==> config.mk <==
export PLATFORM = sky130hd
export DESIGN_NAME = hpm_queue
export DESIGN_NICKNAME = d
export VERILOG_FILES = /design/src/rtl/hpm_pkg.sv /design/src/rtl/hpm_queue.sv
export SDC_FILE = /design/constraint.sdc
export NUM_CORES = 1
export LEC_CHECK = 0
export BUFFER_PORTS_ARGS = -buffer_cell sky130_fd_sc_hd__buf_2
export CORE_ASPECT_RATIO = 1.1
export CORE_MARGIN = 3
export CORE_UTILIZATION = 60
export CTS_BUF_LIST = sky130_fd_sc_hd__clkbuf_8
export DETAILED_ROUTE_END_ITERATION = 16
export PLACE_DENSITY = 0.83
export SETUP_SLACK_MARGIN = 0.1
export SLEW_MARGIN = 20
export SYNTH_ARGS = -nofsm -noshare
export SYNTH_HDL_FRONTEND = slang
export SYNTH_SLANG_ARGS = --single-unit
==> constraint.sdc <==
create_clock -name clock -period 3.85 [get_ports clock]
set_input_delay 0.1925 -clock clock [delete_from_list [all_inputs] [get_ports clock]]
set_output_delay 0.1925 -clock clock [all_outputs]
set_load 0.01 [all_outputs]
==> src/rtl/hpm_pkg.sv <==
package hpm_pkg;

   // fixed field widths
   localparam int unsigned PAGE_ID_W     = 12;
   localparam int unsigned COUNTER_W     = 8;
   localparam int unsigned THRESHOLD_W   = 8;
   localparam int unsigned INTERVAL_W    = 16;
   localparam int unsigned TALLY_W       = 32;

   // bus widths
   localparam int unsigned REQ_TDATA_W   = 16;
   localparam int unsigned RSP_TDATA_W   = 80;
   localparam int unsigned CSR_INDEX_W   = 4;
   localparam int unsigned CSR_DATA_W    = 16;

   // default geometry
   localparam int unsigned NUM_PAGES_DEFAULT = 4096;
   localparam int unsigned NUM_SETS_DEFAULT  = 1024;

   localparam logic [COUNTER_W-1:0]   COUNTER_MAX    = 8'd255;
   localparam logic [THRESHOLD_W-1:0] THRESHOLD_RST  = 8'd16;
   localparam logic [INTERVAL_W-1:0]  INTERVAL_RST   = 16'd1000;

   // entries between front and back
   localparam int unsigned QUEUE_DEPTH = 4;

   typedef enum logic [CSR_INDEX_W-1:0] {
      CSR_HOT_THRESHOLD  = 4'd0,
      CSR_DECAY_INTERVAL = 4'd1
   } csr_index_type;

   // address width of a store of n entries
   function automatic int unsigned idx_width(input int unsigned n);
      return (n > 1) ? $clog2(n) : 1;
   endfunction

   // remainder by an elaboration constant, restoring compare and subtract
   function automatic logic [PAGE_ID_W-1:0] mod_const(
      input logic [PAGE_ID_W-1:0] value,
      input int unsigned          divisor
   );
      logic [PAGE_ID_W-1:0] rem;
      logic [63:0]          step;
      rem = value;
      for (int k = PAGE_ID_W - 1; k >= 0; k--) begin
         step = 64'(divisor) << k;
         if (step <= 64'(rem)) begin
            rem = rem - PAGE_ID_W'(step);
         end
      end
      return rem;
   endfunction

endpackage

==> src/rtl/hpm_queue.sv <==
module hpm_queue #(
   parameter int unsigned WIDTH = 8,
   parameter int unsigned DEPTH = hpm_pkg::QUEUE_DEPTH
) (
   input  logic             clock,
   input  logic             reset,
   input  logic             push_valid,
   output logic             push_ready,
   input  logic [WIDTH-1:0] push_data,
   output logic             pop_valid,
   input  logic             pop_ready,
   output logic [WIDTH-1:0] pop_data
);
   import hpm_pkg::*;

   localparam int unsigned AW = idx_width(DEPTH);
   localparam int unsigned CW = $clog2(DEPTH + 1);

   logic [WIDTH-1:0] slot_ff [DEPTH];
   logic [AW-1:0]    wr_ptr_ff, wr_ptr_in;
   logic [AW-1:0]    rd_ptr_ff, rd_ptr_in;
   logic [CW-1:0]    count_ff, count_in;
   logic             do_push, do_pop;

   assign push_ready = (count_ff != CW'(DEPTH));
   assign pop_valid  = (count_ff != '0);
   assign pop_data   = slot_ff[rd_ptr_ff];
   assign do_push    = push_valid && push_ready;
   assign do_pop     = pop_valid && pop_ready;

   always_comb begin
      wr_ptr_in = wr_ptr_ff;
      rd_ptr_in = rd_ptr_ff;
      count_in  = count_ff;
      if (do_push) begin
         wr_ptr_in = (wr_ptr_ff == AW'(DEPTH - 1)) ? '0 : wr_ptr_ff + AW'(1);
      end
      if (do_pop) begin
         rd_ptr_in = (rd_ptr_ff == AW'(DEPTH - 1)) ? '0 : rd_ptr_ff + AW'(1);
      end
      if (do_push && !do_pop) begin
         count_in = count_ff + CW'(1);
      end else if (do_pop && !do_push) begin
         count_in = count_ff - CW'(1);
      end
   end

   always_ff @(posedge clock) begin
      if (reset) begin
         wr_ptr_ff <= '0;
         rd_ptr_ff <= '0;
         count_ff  <= '0;
      end else begin
         wr_ptr_ff <= wr_ptr_in;
         rd_ptr_ff <= rd_ptr_in;
         count_ff  <= count_in;
      end
      if (do_push) begin
         slot_ff[wr_ptr_ff] <= push_data;
      end
   end

endmodule

==> After elaboration in Yosys (flattened, before gate mapping) <==
Memory sizes are Yosys's and may differ from the RTL's. A register that Yosys moved wholly into a read port is not among the register bits.
Cells that the tools add are included.
{ "op_classes": {"reduce_logical": 8, "n_eq_ne": 3, "muxes": 8, "add_sub_neg": 4} }
{ "ops": {"columns": ["operator", "n"], "rows": [
  ["$mux 2", 4],
  ["$mux 3", 2],
  ["$add 2x1->2 const B", 2],
  ["$eq 2x2->1 const B", 2],
  ["$logic_and 1x1->1", 4],
  ["$add 3x1->3 const B", 1],
  ["$ne 3x3->1 const B", 1],
  ["$reduce_bool 3->1", 1],
  ["$sub 3x1->3 const B", 1],
  ["$logic_not 1->1", 2],
  ["$mux 1", 2],
  ["$reduce_bool 2->1", 1]
]} }
{ "totals": {"ff_bits": 7, "n_memories": 1, "output_inout_bits": 10, "mem_bits_rw": 32} }
{ "memory_table": {"columns": ["name", "words", "width", "read_ports", "rd_clocked_by_memory_dff", "write_ports", "line", "rtl"], "rows": [
  ["slot_ff", 4, 8, 1, 1, 1, "hpm_queue.sv:19", "logic [WIDTH-1:0] slot_ff [DEPTH];"]
]} }

==> Depth between registers and ports, before layout <==
{ "logic_depth": {"ltp_word": 6, "ltp_mapped": 9, "ltp_nobuf": 8} }

==> Worst setup path after synthesis <==
No wires, ideal clock.
{ "synth_path": {"path_type": "reg-to-reg", "from": "register count_ff[0]", "to": "register count_ff[2]", "setup_time_ps": 70, "t_arrival_ps": 2101, "period_less_slack_ps": 2171, "stages_incl_launch_ff": 10, "path_slack_ps": 1679, "required_ps": 3780, "cell_sequence": "dfxtp_1 or3b_1 clkbuf_2 and2_4 ha_1 inv_1 fa_1 xor2_1 or3_2 a21oi_1"} }
{ "synth_via": {"elab_chain_len": 5, "elab_cells_between_ends": 13, "classes_between": "2 x add/sub; 1 x eq/ne; 2 x mux; 8 x reduce/logical"} }
{ "synth_rtl": {"columns": ["item", "line", "rtl"], "rows": [
  ["start: declaration", "hpm_queue.sv:22", "logic [CW-1:0] count_ff, count_in;"],
  ["start signal: assignment", "hpm_queue.sv:56", "count_ff <= count_in;"],
  ["$ne 3x3->1 *", "hpm_queue.sv:25", "assign push_ready = (count_ff != CW'(DEPTH));"],
  ["net push_ready", "hpm_queue.sv:8", "output logic push_ready,"],
  ["$logic_and 1x1->1 *", "hpm_queue.sv:28", "assign do_push = push_valid && push_ready;"],
  ["net do_push", "hpm_queue.sv:23", "logic do_push, do_pop;"],
  ["$logic_not 1->1", "hpm_queue.sv:43", "end else if (do_pop && !do_push) begin"],
  ["$logic_and 1x1->1", "hpm_queue.sv:43", null],
  ["$reduce_bool 2->1 (no line)", null, null]
]} }
The timed path passes the listed nets; every way through them passes the cells marked *. The select of a mux whose other input is x is not followed.
A chain may end at the register's enable or synchronous reset.

==> Final worst setup path <==
{ "layout_path": {"from": "register count_ff[0]", "to": "register count_ff[2]"} }
{ "layout_via": {"elab_chain_len": 5, "elab_cells_between_ends": 13, "classes_between": "2 x add/sub; 1 x eq/ne; 2 x mux; 8 x reduce/logical"} }
{ "layout_rtl": {"columns": ["item"], "rows": [
  ["branches (longest 5 deep; another with $sub 3x1->3)"]
]} }
Parallel ways; which one is timed is not known. The select of a mux whose other input is x is not followed.

==> results_dict.tcl <==
set metrics [dict create \
    synth_compound_area_frac 0.02144 \
    cts_setup_buffers 0 \
    drive_gt1_frac 0.3913 \
    cp_max_fo 5 \
    cts_tree "done" \
    port_buffers 21 \
    drc_errors 0 \
    clkLatencyLatePin_ns 0.29 \
    ir_worst_vdd_v 0.0005657 \
    layout_setup_ws_ns 1.419 \
    grt_setup_unrepaired "no" \
    synth-simple-area-share 0.06508 \
    routed_via_density 5.610 \
    ys_async_sr_fraction 0 \
    cts_buffers 5 \
    finalHoldViolCount 0 \
    avgSynthCellArea_um2 18.16 \
    synth_edf_count 32 \
    wl_mm 2.465 \
    synth_top_family_by_area "multiplexers" \
    htreeDepth 2 \
    setup_viol 0 \
    diodes 0 \
    fmax_mhz 411.3 \
    vias 819 \
    syn_area_mm2 0.001634 \
    relSlewSlack 0.6028 \
    finalPower_mw 1.247 \
    clock_sinks 41 \
    finalClockSkew_ns 0.004510 \
    synth_nets 109 \
    maxCapViolCount 0 \
    wl_per_cell_um 16.88 \
    synthAdderAreaFrac 0.05819 \
    ant_nets 0 \
    clk_pin_slew_worst_paths_ns 0.08 \
    fin_setup_tns_ns 0 \
    die_area_mm2 0.003387 \
    grt_max_degree 15 \
    cts_resized 0 \
    fill_cells 140 \
    end_kind "flip-flop" \
    grt_pass1_wl_mm 4.071 \
    rrSetupSlack_ns 1.42 \
    min_period_ns 2.431 \
    hold_buffers 0 \
    p_per_area_mw_per_mm2 665.0 \
    yosys_warnings 0 \
    syn_inst 90 \
    power.leakage_nw 0.6979 \
    hpwl_mm 1.686 \
    synthXorXnorAreaFrac 0.01072 \
    area_growth_pct 14.78 \
    layout.cells.non_filler 146 \
    fin_util 0.7373 \
    fin_nets 133 \
    r2r-end "count_ff[2]" \
    pin_count 22 \
    grtUsageTotal 0.1722 \
    reg2reg_depth 7 \
    drt_iter0_drc 17 \
    die_y_um 60.74 \
    globalRouteOverflowTotal 0 \
    r2r-start "count_ff[0]" \
    worstHoldPathCells 1 \
    core_mm2 0.002544 \
    grt_antenna_before_repair 0 \
    dp.cells 138 \
    ys_ff_latch 41 \
    crit_required_ns 4.08 \
    ys.flop_type "edfxtp_1" \
    status "finished clean" \
    critical_path_class "flip-flop to flip-flop" \
    worst_hold_startpoint "push_data[7]" \
    gp_congestion 0.6638 \
    critPathLaunchType "flip-flop" \
    cts_root_buf "clkbuf_8" \
    worst_pin_slew_ns 0.5907 \
    drt_first_pass_iters 4 \
    period_share 0.6316 \
    maxSlewViolCount 0 \
    fp-row-count 19 \
    initial_core_util 0.6424 \
    synthDistinctLibCells 26 \
    synth.mux.area_fraction 0.1286 \
    cp.arrival_ns 2.66 \
    clk_path_buf_depth 2 \
    hold_class "input port to flip-flop" \
    fp.dieW_um 55.76 \
    grt_pass1_vias 860 \
    whs_endpoint "slot_ff[1][7]" \
    dp_slack_ns 1.405 \
    yosysSeqAreaShare 0.6983 \
]
[power by group]
group,internal (mW),switching (mW)
combinational,0.160,0.150
sequential,0.544,0.0540
clock,0.194,0.146
[state kept, by name, indices dropped and copies added, names as in the netlist, named ones only]
register / flops
slot_ff: 32
count_ff: 3
rd_ptr_ff: 2
wr_ptr_ff: 2
[synthesized netlist by cell type (2+ instances only)]
library cell / number / area (um^2)
a21oi_1: 2 / 10.01
or3_2: 2 / 15.01
dfxtp_1: 9 / 180.2
ha_1: 6 / 75.07
nor2_1: 3 / 11.26
mux2i_1: 3 / 30.03
edfxtp_1: 32 / 960.9
inv_1: 3 / 11.26
and3_2: 4 / 30.03
xor2_1: 2 / 17.52
mux4_2: 8 / 180.2
nand2b_1: 2 / 12.51
[through the flow]
| stage | instance area, um^2 | hold WS (ns) |
|---|---|---|
| global route | 1876 | 0.1002 |
| floorplan | 1634 | 0.2914 |
| global placement | 1760 | 0.4022 |
| detailed placement | 1760 | 0.4106 |
| finish | 1876 | 0.1102 |
| CTS | 1876 | 0.1040 |
[cell families (layout without fill, tap and decap cells)]
group | after synthesis | after routing
simple gates | 17 | 17
fa+ha+maj | 7 | 7
flops | 41 | 41
compound gates | 5 | 5
buf+inv | 7 | 32
xor+xnor | 2 | 2
mux | 11 | 11
[cells in the final DEF, fill, tap and decap left out, types with 2 or more instances in the layout]
cell	instances
dfxtp_1	9
and3_2	4
clkbuf_8	5
a21oi_1	2
edfxtp_1	32
nor2_1	3
mux4_2	8
xor2_1	2
buf_2	21
nand2b_1	2
mux2i_1	3
or3_2	2
ha_1	6
inv_1	3
[layout make-up]
class	count	area [um^2]	area share
inverter	3	11.26	0.006004
tap	31	38.79	0.02068
timing repair buffer	21	105.1	0.05604
multi-input combinational	42	464.2	0.2475
clock inverter	3	46.29	0.02468
sequential	41	1141	0.6084
clock buffer	5	68.82	0.03669
[worst max-delay path, cell delays in order, from the launching register on]
cell and delay, ns:
dfxtp_1 0.37, o31ai_1 0.55, ha_1 0.29, inv_1 0.07
fa_1 0.39, xor2_1 0.16, or3_2 0.41, a21oi_1 0.15
[worst max path at each step]
stage	start	end	slack, ns	cells past startpoint
after global routing	count_ff[1]	count_ff[2]	1.24	7
after floorplan	count_ff[0]	count_ff[2]	1.68	9
final	count_ff[0]	count_ff[2]	1.42	7
after global placement	count_ff[0]	count_ff[2]	1.61	7
after CTS	count_ff[0]	count_ff[2]	1.41	7
after detailed placement	count_ff[0]	count_ff[2]	1.41	7
[per-layer routing]
metal,wire length (um),up-vias,GRT usage
met2,1354,24,0.3091
met5,0,-,0
met1,917,395,0.1773
li1,-,392,-
met4,57,0,0.09375
met3,135,8,0.06596
Power figures use the tool's default switching activity.
