==> src/rtl/hpm_pkg.sv <==
package hpm_pkg;

   // fixed field widths
   localparam int unsigned PAGE_ID_W     = 12;
   localparam int unsigned COUNTER_W     = 8;
   localparam int unsigned THRESHOLD_W   = 8;
   localparam int unsigned INTERVAL_W    = 16;
   localparam int unsigned TALLY_W       = 32;

   // bus widths
   localparam int unsigned REQ_TDATA_W   = 16;
   localparam int unsigned RSP_TDATA_W   = 80;
   localparam int unsigned CSR_INDEX_W   = 4;
   localparam int unsigned CSR_DATA_W    = 16;

   // default geometry
   localparam int unsigned NUM_PAGES_DEFAULT = 4096;
   localparam int unsigned NUM_SETS_DEFAULT  = 1024;

   localparam logic [COUNTER_W-1:0]   COUNTER_MAX    = 8'd255;
   localparam logic [THRESHOLD_W-1:0] THRESHOLD_RST  = 8'd16;
   localparam logic [INTERVAL_W-1:0]  INTERVAL_RST   = 16'd1000;

   // entries between front and back
   localparam int unsigned QUEUE_DEPTH = 4;

   typedef enum logic [CSR_INDEX_W-1:0] {
      CSR_HOT_THRESHOLD  = 4'd0,
      CSR_DECAY_INTERVAL = 4'd1
   } csr_index_type;

   // address width of a store of n entries
   function automatic int unsigned idx_width(input int unsigned n);
      return (n > 1) ? $clog2(n) : 1;
   endfunction

   // remainder by an elaboration constant, restoring compare and subtract
   function automatic logic [PAGE_ID_W-1:0] mod_const(
      input logic [PAGE_ID_W-1:0] value,
      input int unsigned          divisor
   );
      logic [PAGE_ID_W-1:0] rem;
      logic [63:0]          step;
      rem = value;
      for (int k = PAGE_ID_W - 1; k >= 0; k--) begin
         step = 64'(divisor) << k;
         if (step <= 64'(rem)) begin
            rem = rem - PAGE_ID_W'(step);
         end
      end
      return rem;
   endfunction

endpackage

==> src/rtl/hpm_front.sv <==
module hpm_front #(
   parameter int unsigned NUM_PAGES = hpm_pkg::NUM_PAGES_DEFAULT,
   parameter int unsigned NUM_SETS  = hpm_pkg::NUM_SETS_DEFAULT
) (
   input  logic                                              clock,
   input  logic                                              reset,
   input  logic                                              init_busy,
   input  logic                                              req_tvalid,
   output logic                                              req_tready,
   input  logic [hpm_pkg::REQ_TDATA_W-1:0]                   req_tdata,
   input  logic                                              req_tlast,
   output logic                                              q_valid,
   input  logic                                              q_ready,
   output logic [hpm_pkg::idx_width(NUM_PAGES)-1:0]          q_page,
   output logic [hpm_pkg::idx_width(NUM_SETS)-1:0]           q_set,
   output logic                                              q_last
);
   import hpm_pkg::*;

   localparam int unsigned PW = idx_width(NUM_PAGES);
   localparam int unsigned SW = idx_width(NUM_SETS);

   logic          fr_valid_ff, fr_valid_in;
   logic [PW-1:0] fr_page_ff, fr_page_in;
   logic          fr_last_ff, fr_last_in;
   logic          accept;
   logic          push;

   assign req_tready = !init_busy && (!fr_valid_ff || q_ready);
   assign accept     = req_tvalid && req_tready;
   assign push       = fr_valid_ff && q_ready;

   always_comb begin
      fr_valid_in = fr_valid_ff;
      fr_page_in  = fr_page_ff;
      fr_last_in  = fr_last_ff;
      if (push) begin
         fr_valid_in = 1'b0;
      end
      if (accept) begin
         fr_valid_in = 1'b1;
         // fold out-of-range page numbers onto the page space
         fr_page_in  = PW'(mod_const(req_tdata[PAGE_ID_W-1:0], NUM_PAGES));
         fr_last_in  = req_tlast;
      end
   end

   always_ff @(posedge clock) begin
      if (reset) begin
         fr_valid_ff <= 1'b0;
      end else begin
         fr_valid_ff <= fr_valid_in;
      end
      fr_page_ff <= fr_page_in;
      fr_last_ff <= fr_last_in;
   end

   // direct-mapped set of the folded page
   assign q_valid = fr_valid_ff;
   assign q_page  = fr_page_ff;
   assign q_set   = SW'(mod_const(PAGE_ID_W'(fr_page_ff), NUM_SETS));
   assign q_last  = fr_last_ff;

endmodule

==> config.mk <==
export PLATFORM = sky130hd
export DESIGN_NAME = hpm_front
export DESIGN_NICKNAME = d
export VERILOG_FILES = /design/src/rtl/hpm_pkg.sv /design/src/rtl/hpm_front.sv
export SDC_FILE = /design/constraint.sdc
export NUM_CORES = 1
export LEC_CHECK = 0
export ABC_AREA = 0
export BUFFER_PORTS_ARGS = -buffer_cell sky130_fd_sc_hd__buf_2
export CORE_MARGIN = 1.5
export CORE_UTILIZATION = 35
export DETAILED_ROUTE_END_ITERATION = 16
export PLACE_DENSITY = 0.76
export REMOVE_ABC_BUFFERS = 1
export SLEW_MARGIN = 15
export SYNTH_ARGS = -nofsm -noshare
export SYNTH_HDL_FRONTEND = slang
export SYNTH_SLANG_ARGS = --single-unit
==> constraint.sdc <==
create_clock -name clock -period 1.7 [get_ports clock]
set_input_delay 0.085 -clock clock [delete_from_list [all_inputs] [get_ports clock]]
set_output_delay 0.085 -clock clock [all_outputs]
set_load 0.02 [all_outputs]
# [After elaboration in Yosys (flattened, before gate mapping)]
# Index checks and enable logic that the tools add are counted.
[word_totals] regBits=14 out_inout_bits=25 wordCells=18
[op_classes] addsub=2 magnitude_cmp=2 muxes=4 reduce_logical=7
[ops] op="<= comparator 11 x 12 -> 1 bit (first input constant)" count=1
[ops] op="<= comparator 12 bit (first input constant)" count=1
[ops] op="2-to-1 mux 12 bit" count=1
[ops] op="subtractor 12 bit (second input constant)" count=1
[ops] op="2-to-1 mux 10 bit" count=1
[ops] op="subtractor 10 x 1 -> 10 bit (second input constant)" count=1
[ops] op="logical AND 1 bit" count=3
[ops] op="zero test 1 bit" count=2
[ops] op="2-to-1 mux 1 bit" count=2
[ops] op="nonzero test 2 bit" count=1
[ops] op="logical OR 1 bit" count=1

# [Longest topological paths before layout]
# Gate-level depths: netlist of run 1.
[logic_depth] depth_word=5 mapped_depth=2 mapped_depth_nobuf=2

# [Worst setup path before layout of run 1]
# Ideal clock, no wire load.
[synth_timing] kind="register -> register" startpoint="register fr_valid_ff, in the netlist q_valid" endpoint="register fr_last_ff, in the netlist q_last, enable pin" arrival_ns=1.118 slack_ns=0.200 path_stages_with_launch=3 cell_sequence="dfxtp_1 -> nor2b_1 -> nor2_1"
[synth_between] elab_chain_cells=4
[synth_rtl] item="start, declared" line_no="hpm_front.sv:23" source="logic fr_valid_ff, fr_valid_in;"
[synth_rtl] item="start signal, assigned" line_no="hpm_front.sv:52" source="fr_valid_ff <= fr_valid_in;"
[synth_rtl] item="zero test 1 bit" line_no="hpm_front.sv:29" source="assign req_tready = !init_busy && (!fr_valid_ff || q_ready);"
[synth_rtl] item="logical OR 1 bit" line_no="hpm_front.sv:29"
[synth_rtl] item="logical AND 1 bit" line_no="hpm_front.sv:29"
[synth_rtl] item="logical AND 1 bit" line_no="hpm_front.sv:30" source="assign accept = req_tvalid && req_tready;"
[synth_rtl] item="via accept" line_no="hpm_front.sv:26" source="logic accept;"
[synth_rtl] item="end signal, assigned" line_no="hpm_front.sv:55" source="fr_last_ff <= fr_last_in;"
[synth_rtl] item="end, declared" line_no="hpm_front.sv:25" source="logic fr_last_ff, fr_last_in;"
# The timed path passes the listed nets, and every way through them passes these cells.
# A chain may end at the register's enable or synchronous reset.

# [Worst setup path after layout of run 1]
[layout_timing] startpoint="register fr_valid_ff, in the netlist q_valid" endpoint="output req_tready"
[layout_between] elab_chain_cells=3
[layout_rtl] item="zero test 1 bit" line_no="hpm_front.sv:29"
[layout_rtl] item="logical OR 1 bit" line_no="hpm_front.sv:29"
[layout_rtl] item="logical AND 1 bit" line_no="hpm_front.sv:29"
[layout_rtl] item="end, declared" line_no="hpm_front.sv:9" source="output logic req_tready,"
# No other way between the ends.

==> results.md, run 1 <==
* Critical path class: flip-flop to primary output
* Vias in the first global route at 410
* Seq/Total Area, Yosys at 78.47%
* Fraction of layout instances using a drive strength above 1 at 60.49%
* Clock Skew at roughly 5.8 ps
* # nets final at around 100
* Final-report max-slew violation count at 0
* Fillers at 113
* Cell type of the slowest stage on the worst timing path: dfxtp_1
* Critical Path End Type: primary output
* Routed wirelength normalized by instance count at about 11 µm
* Reported leakage power at approximately 0.4 nW
* Overall die width at around 42 µm
* I/O Buffers at 42
* Total global-route track usage at between 10% and 20%
* Post-CTS clock slew at the launch and capture registers of the worst setup and hold paths at 80 ps
* Most frequent cells in the layout: 42 x buf_2, 14 x dlygate4sd3_1, 13 x edfxtp_1
* Detailed-routing iteration count for the pre-antenna-repair pass at 2
* WP data required at 1620 ps
* P_int at a little under 0.6 mW
* Combinational power share at ~15%
* Number of synthesis warnings at 0
* Number of nets with antenna violations after routing at 0
* Area added between synthesis and finish at 64.59%
* Maximum net fanout on the critical path at 3
* Pin count of the biggest net entering global routing at 14
* Switching power as a share of total power at between 20 and 25%
* Worst-Margin Slew at around 160 ps
* Placed Instances at between 70 and 80
* First-pass GRT wire length at approximately 1700 µm
* Min-delay worst type: primary input to flip-flop
* Placed instance area at 684.4 µm²
* Die area at 0.001735 mm²
* # resized after CTS at 0
* Total power density per cell area at around 870 mW/mm²
* Number of buffers inserted during clock tree synthesis at 3
* Clock tree from TritonCTS: done
* Min Tclk post-route at between 1000 and 1500 ps
* Starting density of the core at approximately 39%
* Max Clock Freq at approximately 0.9 GHz
* DRC Markers at 0
* Distinct cell type count after synthesis at 8
* Switching component of the power at 0.1678 mW
* Power after layout at roughly 0.75 mW
* Fin cells at 96
* Total of flip-flops plus latches after synthesis at 14
* Count of max-cap constraint violations at 0
* Clk root buf: clkbuf_4
* Status: finished, final reports clean
* Hold Fails Final Rpt at 0
* # diodes at 0
* Core area at 0.001350 mm²
* Total buffers and inverters traversed by the critical path at 1
* Post-synthesis instance total at 30
* Series of cell instances along the critical path: nor2b_1, nor2_1, buf_2
* DR vias at 409
* Total negative setup slack at 0 ps
* Height of the die at 41.66 µm
* Number of design-rule violations left by the first detailed-router iteration at 1
* Detailed placer's ending HPWL at between 700 and 800 µm
* Arrival time worst endpoint at 1010 ps
* CTS H-tree depth at 1
* Row count at 13
* Worst skew pair latency at ~270 ps
* Average size of a mapped cell at 17.43 µm²
* Unrepaired setup endpoints after global routing: no
* Sequential share of power at a little over half
* Worst path max stage delay at 360 ps
* Remaining global-route overflow at 0
* Mapped cell area at 523.0 µm²
* Most common cell after layout, fill and taps aside: buf_2
* Ratio of routed vias to standard cells at roughly 4.3
* Period Utilization, post-route at about 65%
* Worst-case headroom to the max-slew limit at between 80% and 90%
* Number of buffers on the longest clock path at 2
* Final Instance Area at between 800 and 900 µm²
* Power share of the clock group at between 30% and 40%
* Wire length after detailed routing at between 1000 and 1500 µm
* CTS sink cnt at 14
* Final Setup Violations at 0
* Maximum vdd ir drop at approximately 470 µV
* Element type at the critical path start: flip-flop
* Boundary pin count at between 40 and 50
* Initial antenna violation count at 0
* Gpl congestion at about 0.64
* Cell family with the largest share of critical-path delay: flip-flops
-- layout make-up --
| cell class | instances | area [µm²] | area share (%) |
|---|---|---|---|
| flip-flops and latches | 14 | 410.4 | 47.67 |
| multi-input cells | 6 | 37.54 | 4.360 |
| clock buffers | 4 | 36.28 | 4.215 |
| repair buffers | 57 | 357.8 | 41.57 |
| well taps | 15 | 18.77 | 2.180 |
-- cells in the mapped netlist --
cell type / n / area, µm²
nor2b_1: 1 / 6.260
nor2_1: 2 / 7.510
a21oi_2: 1 / 8.760
buf_4: 10 / 75.07
edfxtp_1: 13 / 390.4
dfxtp_1: 1 / 20.02
nand2b_2: 1 / 8.760
nand2b_1: 1 / 6.260
-- metal layers --
layer,vias up,wire [µm],global-route usage [%]
met5,-,0,0
met4,0,15,5.806
met3,2,84,5.652
met2,31,611,25.00
met1,180,366,12.82
li1,196,-,-
-- kinds of logic (layout without fill, tap and decap cells) --
logic type,after synthesis,count (layout),share of synthesized area (%)
buffers and inverters,10,61,14.35
AND/OR/NAND/NOR,5,5,5.505
flip-flops,14,14,78.47
AO/OA/AOI/OAI,1,1,1.675
-- state kept, by name, summed over array words and instances (netlist names) --
name and cells:
q_last 1, q_valid 1, q_page 12
-- timing repair --
action,in CTS,in global routing
setup buffers,0,0
hold buffers,14,0
endpoints found under the hold margin,14,0
-- power groups by stage --
stage	Combinational, mW	Sequential (mW)	Clock [mW]
after floorplan	0.0119	0.439	0
after global placement	0.0880	0.406	0
after detailed placement	0.0897	0.407	0
after CTS	0.114	0.400	0.233
after global routing	0.122	0.401	0.253
final	0.114	0.399	0.233
-- through the flow --
stage	util [%]	hold slack, ps	setup WS [ps]
final	63.76	76.20	601.9
after global routing	63.76	77.20	504.0
after global placement	50.70	247.9	651.5
after CTS	63.76	72.18	598.7
after detailed placement	50.70	248.1	635.3
after floorplan	-	147.4	200.0
-- worst paths after layout --
path,depth (start not counted),endpoint,start,slack [ps]
min,3,q_valid,req_tvalid,80
max,3,req_tready,q_valid,600
max reg2reg,3,q_page[5],q_valid,620
min reg2reg,2,q_valid,q_valid,500
-- worst reg2reg max path, stage by stage, from the launching register on --
cell and delay [ps]:
dfxtp_1 330, nor2b_1 140, nor2_1 100, buf_4 210
(Power assumes the default switching activity.)
==> inputs of run 2 (changes only) <==
- ABC_AREA: 0 -> 1
- PLACE_DENSITY: 0.76 -> 0.75
- clock period: 1.7 -> 1.1 ns (I/O delays scaled with it)
==> run 2 against run 1 <==
Effect of this change: global-route usage rose by 1.1 points; worst hold slack worse by 52 ps; sequential cell count is the same.
==> results.md, run 2 <==
* Remaining global-route overflow at 0 (unchanged)
* Switching component of the power at 0.2530 mW (+51%)
* Unrepaired setup endpoints after global routing: no
* Arrival time worst endpoint at 1020 ps (about the same)
* Reported leakage power at 0.4203 nW (+6.8%)
* Count of flip-flops with a built-in enable after synthesis at 13 (unchanged)
* Most frequent cells in the layout: 41 x buf_2, 13 x dlygate4sd3_1, 13 x edfxtp_1
* Seq/Total Area, Yosys at 77.36% (-1.1 points)
* Biggest area consumer among synthesized cells: edfxtp_1
* Number of buffers inserted during clock tree synthesis at 3 (unchanged)
* CTS sink cnt at 14 (unchanged)
* Fillers at 105 (-7.1%)
* Pin count of the biggest net entering global routing at 10 (-4)
* Clock tree from TritonCTS: done
* Worst-Margin Slew at 174.4 ps (+11.36 ps)
* Detailed-routing iteration count for the pre-antenna-repair pass at 1 (-1)
* Vias in the first global route at 416 (+1.5%)
* Cells taking the most area after synthesis: edfxtp_1 74%, buf_4 14%, dfxtp_1 3.8%
* Top cell type's share of synthesized area at 73.58% (-1.1 points)
* P_int at 0.8293 mW (+43%)
* Switching power as a share of total power at 23.38% (+0.92 points)
* Core area at 0.001350 mm² (unchanged)
* Status: finished, final reports clean
* Average size of a mapped cell at 15.60 µm² (-10%)
* Post-CTS clock slew at the launch and capture registers of the worst setup and hold paths at 70 ps (about the same)
* Final-report max-slew violation count at 0 (unchanged)
* Post-synthesis instance total at 34 (+13%)
* DRC Markers at 0 (unchanged)
* Initial antenna violation count at 0 (unchanged)
* Total of flip-flops plus latches after synthesis at 14 (unchanged)
* Combinational power share at 17.3% (+2.0 points)
* Number of buffers inserted to repair setup after CTS at 0 (unchanged)
* Hold Fails Final Rpt at 0 (unchanged)
* Worst path max stage delay at 320 ps (-40 ps)
* Period Utilization, post-route at 94.52%
* Most common cell after layout, fill and taps aside: buf_2
* Boundary pin count at 47 (unchanged)
* Final Setup Violations at 0 (unchanged)
* Gpl congestion at 0.6358 (-1.3%)
* Clk root buf: clkbuf_4
* Share of async-settable or async-resettable flops after synthesis at 0% (unchanged)
* Maximum net fanout on the critical path at 9 (+6)
* Routed wirelength normalized by instance count at 11.52 µm (+2.7%)
* Most frequent cell after synthesis: edfxtp_1
* Area added between synthesis and finish at 64.15%
* Starting density of the core at 39.30% (+0.56 points)
* Critical path class: flip-flop to flip-flop
* Worst skew pair latency at 270 ps (about the same)
* Max Clock Freq at slightly below 1 GHz
* Critical Path End Type: flip-flop
* Total global-route track usage at 14.65% (+1.1 points)
* Wire length after detailed routing at 1152 µm (+7.0%)
* Clock Skew at 3.142 ps (-2.626 ps)
* # nets final at 108 (+3.8%)
* # diodes at 0 (unchanged)
* Min Tclk post-route at 1040 ps
* CTS H-tree depth at 1 (unchanged)
* I/O Buffers at 42 (unchanged)
* Total negative setup slack at 0 ps (unchanged)
* First-pass GRT wire length at 1828 µm (+10%)
* Element type at the critical path start: flip-flop
* Total power density per cell area at 1243 mW/mm² (+43%)
* Share of the core filled with cells at 64.50% (+0.74 points)
* Mapped cell area at 530.5 µm² (+1.4%)
* Number of synthesis warnings at 0 (unchanged)
* Height of the die at 41.93 µm (+0.66%)
* Distinct cell type count after synthesis at 8 (unchanged)
* Number of flip-flops under the largest register name at 12 (unchanged)
* Number of buffers on the longest clock path at 2 (unchanged)
* Count of max-cap constraint violations at 0 (unchanged)
* Sequential share of power at 57.0% (+3.5 points)
* Row count at 13 (unchanged)
* Die area at 0.001758 mm² (+1.3%)
* Ratio of routed vias to standard cells at 4.210 (-1.2%)
* Power share of the clock group at 25.7% (-5.6 points)
* Detailed placer's ending HPWL at 783.7 µm (+7.9%)
* WP data required at 1080 ps (-540 ps)
* Overall die width at 41.93 µm (+0.66%)
* Series of cell instances along the critical path: nand2_2, inv_2, nor3_4, buf_6
* Number of design-rule violations left by the first detailed-router iteration at 0 (-1)
* Fraction of layout instances using a drive strength above 1 at 58.82% (-1.7 points)
* Worst-case headroom to the max-slew limit at 88.33% (-0.80 points)
* DR vias at 421 (+2.9%)
* Leading post-synthesis cells by instance count: 13 x edfxtp_1, 10 x buf_4, 5 x inv_1
* Min-delay worst type: primary input to flip-flop
* Number of nets with antenna violations after routing at 0 (unchanged)
* Main flop type after synthesis: edfxtp_1
* Maximum vdd ir drop at 849.9 µV (+82%)
* Cell type of the slowest stage on the worst timing path: dfxtp_1
==> run 2: power groups by stage <==
stage	logic (mW)	clock network, mW	registers (mW)
6_report	0.187	0.278	0.617
5_1_grt	0.200	0.310	0.620
4_1_cts	0.184	0.296	0.617
3_5_place_dp	0.144	0	0.629
3_3_place_gp	0.139	0	0.628
2_1_floorplan	0.0196	0	0.679
==> run 2: layout make-up <==
type                    count  area (µm²)  area share, %
multi-input cells           5       35.03          4.023
clock buffers               3       22.52          2.586
flip-flops and latches     14       410.4          47.13
inverters                   5       18.77          2.155
clock inverters             1       3.754         0.4310
repair buffers             57       361.6          41.52
well taps                  15       18.77          2.155
==> run 2: worst max-delay path, delay by kind of cell, from the launching register on <==
kind / cells / cell delay [ps]
buffers and inverters: 2 / 220
flip-flops: 1 / 320
AND/OR/NAND/NOR: 2 / 210
==> run 2: worst paths after layout <==
kind	start	to	slack, ps	cells past startpoint
max	q_valid	q_page[0]	60	4
min	reset	q_valid	20	4
max reg2reg	q_valid	q_page[0]	60	4
min reg2reg	q_valid	q_valid	580	4
==> run 2: cells by family (layout without fill, tap and decap cells) <==
kind of cell           after synthesis  in the layout  synth area share, %
AO/OA/AOI/OAI                        1              1               0.9425
buffers and inverters               15             66                17.69
flip-flops                          14             14                77.36
AND/OR/NAND/NOR                      4              4                4.009
==> run 2: what timing repair did <==
item                                    4_1_cts  5_1_grt
gates resized for setup                       2        3
hold buffers                                 13        0
hold endpoints to repair                     13        0
cloned                                        0        0
endpoints found under the setup margin        9       14
==> run 2: through the flow <==
stage	setup WS (ps)	hold slack, ps	area, µm²	total power, mW	instances
3_5_place_dp	-7.058	233.6	699.4	0.7725	83
4_1_cts	22.49	9.383	865.8	1.097	100
2_1_floorplan	-335.2	153.9	455.4	0.6984	24
3_3_place_gp	29.19	231.3	699.4	0.7674	83
6_report	60.26	24.45	870.8	1.082	100
5_1_grt	19.08	22.77	870.8	1.130	100
==> run 2: metal layers <==
layer | GRT usage (%) | wire length, µm
met1 | 15.13 | 437
met2 | 26.56 | 580
met3 | 2.609 | 123
met4 | 9.677 | 10
met5 | 0 | 0
==> inputs of run 3 (changes only) <==
- ABC_AREA: 1 -> 0
- PLACE_DENSITY: 0.75 -> 0.76
==> run 3 against run 2 <==
Effect of this change: routed wire length increased by 2.0%; worst setup slack gained 25 ps; global-route usage decreased by 0.45 points; combinational power about the same; worst hold slack gained 27 ps; non-clock buffer count increased by 1; die area is 1.3% lower; total power increased by 8.3%; largest cell class unchanged; highest routed layer unchanged.
==> results.md, run 3 (synthesis results as in run 1) <==
* Status: finished, final reports clean
* Series of cell instances along the critical path: nor2b_4, nor2_2, buf_6
* # diodes at 0 (unchanged)
* Fraction of layout instances using a drive strength above 1 at 64.63% (+5.8 points)
* Ratio of routed vias to standard cells at 4.186 (-0.58%)
* Period Utilization, post-route at 92.21% (-2.3 points)
* Hold Fails Final Rpt at 0 (unchanged)
* Number of design-rule violations left by the first detailed-router iteration at 2 (+2)
* Core area at 0.001350 mm² (unchanged)
* Total buffers and inverters traversed by the critical path at 1 (-1)
* Pin count of the biggest net entering global routing at 14 (+4)
* Min-delay worst type: primary input to flip-flop
* Clock tree from TritonCTS: done
* Gpl congestion at 0.6303 (-0.87%)
* Worst-Margin Slew at 142.2 ps (-32.28 ps)
* Fin cells at 97 (-3.0%)
* # nets final at 105 (-2.8%)
* Maximum vdd ir drop at 796.0 µV (-6.3%)
* Starting density of the core at 38.74% (-0.56 points)
* Arrival time worst endpoint at 1010 ps (about the same)
* Critical Path End Type: flip-flop
* Detailed placer's ending HPWL at 716.9 µm (-8.5%)
* Die area at 0.001735 mm² (-1.3%)
* Remaining global-route overflow at 0 (unchanged)
* Total power density per cell area at 1321 mW/mm² (+6.3%)
* Height of the die at 41.66 µm (-0.66%)
* CTS sink cnt at 14 (unchanged)
* Reported leakage power at 0.4013 nW (-4.5%)
* Share of the core filled with cells at 65.71% (+1.2 points)
* Boundary pin count at 47 (unchanged)
* Critical path class: flip-flop to flip-flop
* Cell type of the slowest stage on the worst timing path: dfxtp_2
* Initial antenna violation count at 0 (unchanged)
* Number of buffers inserted during clock tree synthesis at 3 (unchanged)
* WP data required at 1090 ps (about the same)
* Wire length after detailed routing at 1175 µm (+2.0%)
* Vias in the first global route at 412 (-0.96%)
* Number of flip-flops under the largest register name at 12 (unchanged)
* Maximum net fanout on the critical path at 7 (-2)
* Most frequent cells in the layout: 42 x buf_2, 14 x dlygate4sd3_1, 13 x edfxtp_1
* Number of nets with antenna violations after routing at 0 (unchanged)
* Final Setup Violations at 0 (unchanged)
* CTS H-tree depth at 1 (unchanged)
* Routed wirelength normalized by instance count at 12.11 µm (+5.2%)
* Fillers at 110 (+4.8%)
* Count of max-cap constraint violations at 0 (unchanged)
* I/O Buffers at 42 (unchanged)
* Post-route setup slack at 85.66 ps (+25.40 ps)
* Post-Place Worst Slack at 41.67 ps (+48.73 ps)
* Cell family with the largest share of critical-path delay: flip-flops
* Area added between synthesis and finish at 69.62%
* Power after layout at 1.172 mW (+8.3%)
* Detailed-routing iteration count for the pre-antenna-repair pass at 2 (+1)
* Total global-route track usage at 14.21% (-0.45 points)
* Worst-case headroom to the max-slew limit at 90.51% (+2.2 points)
* Placed Instances at 78 (-6.0%)
* Number of buffers on the longest clock path at 2 (unchanged)
* Min Tclk post-route at 1014 ps (-25.40 ps)
* Hold Slack at 51.75 ps (+27.30 ps)
* Clk root buf: clkbuf_4
* Worst skew pair latency at 280 ps (about the same)
* Most common cell after layout, fill and taps aside: buf_2
* Clock Skew at 7.621 ps (+4.479 ps)
* Post-CTS clock slew at the launch and capture registers of the worst setup and hold paths at 80 ps (about the same)
* First-pass GRT wire length at 1704 µm (-6.8%)
* Final-report max-slew violation count at 0 (unchanged)
* Element type at the critical path start: flip-flop
* Max Clock Freq at 0.9859 GHz (+2.5%)
* Worst path max stage delay at 340 ps (+20 ps)
* Row count at 13 (unchanged)
* DR vias at 406 (-3.6%)
* Overall die width at 41.66 µm (-0.66%)
* Unrepaired setup endpoints after global routing: no
* DRC Markers at 0 (unchanged)
## run 3: area by class of cell
| type | count | area (µm²) | share of cell area, % |
|---|---|---|---|
| sequential | 14 | 411.6 | 46.40 |
| timing repair buffer | 58 | 372.9 | 42.03 |
| multi-input combinational | 6 | 47.55 | 5.360 |
| clock buffer | 4 | 36.28 | 4.090 |
| tap | 15 | 18.77 | 2.116 |
## run 3: metal layers
layer / GRT usage (%) / vias to the layer above / share of wire (%)
li1: - / 199 / -
met1: 13.47 / 174 / 37
met2: 25.94 / 31 / 56
met5: 0 / - / 0
met4: 7.742 / 0 / 0.43
met3: 5.217 / 2 / 6.9
## run 3: metrics by stage
stage	area [µm²]	setup TNS [ps]
3_5_place_dp	684.4	0
4_1_cts	860.8	0
5_1_grt	887.1	0
2_1_floorplan	447.9	-5200
3_3_place_gp	684.4	0
6_report	887.1	0
## run 3: worst min-delay path, delay by kind of cell
kind                   cells  cell delay [ps]
buffers and inverters      1              100
and+or+nand+nor            1               80
AOI/OAI and AO/OA          1               50
## run 3: report_power, final
group / total [mW] / switching (mW) / internal (mW)
clock: 0.366 / 0.165 / 0.201
combinational: 0.188 / 0.0949 / 0.0932
sequential: 0.618 / 0.00896 / 0.609
total: 1.17 / 0.269 / 0.903
## run 3: final timing paths
| check | startpoint | end | slack, ps | cells after the start |
|---|---|---|---|---|
| hold reg to reg | q_valid | q_valid | 490 | 2 |
| hold / removal | req_tvalid | q_valid | 50 | 3 |
| setup reg to reg | q_valid | q_last | 90 | 3 |
| setup / recovery | q_valid | q_last | 90 | 3 |
## run 3: what timing repair did
item / in CTS / in global routing
endpoints found under the setup margin: 0 / 14
hold buffers: 14 / 0
buffers inserted: 0 / 0
endpoints found under the hold margin: 14 / 0
gates resized for setup: 0 / 8
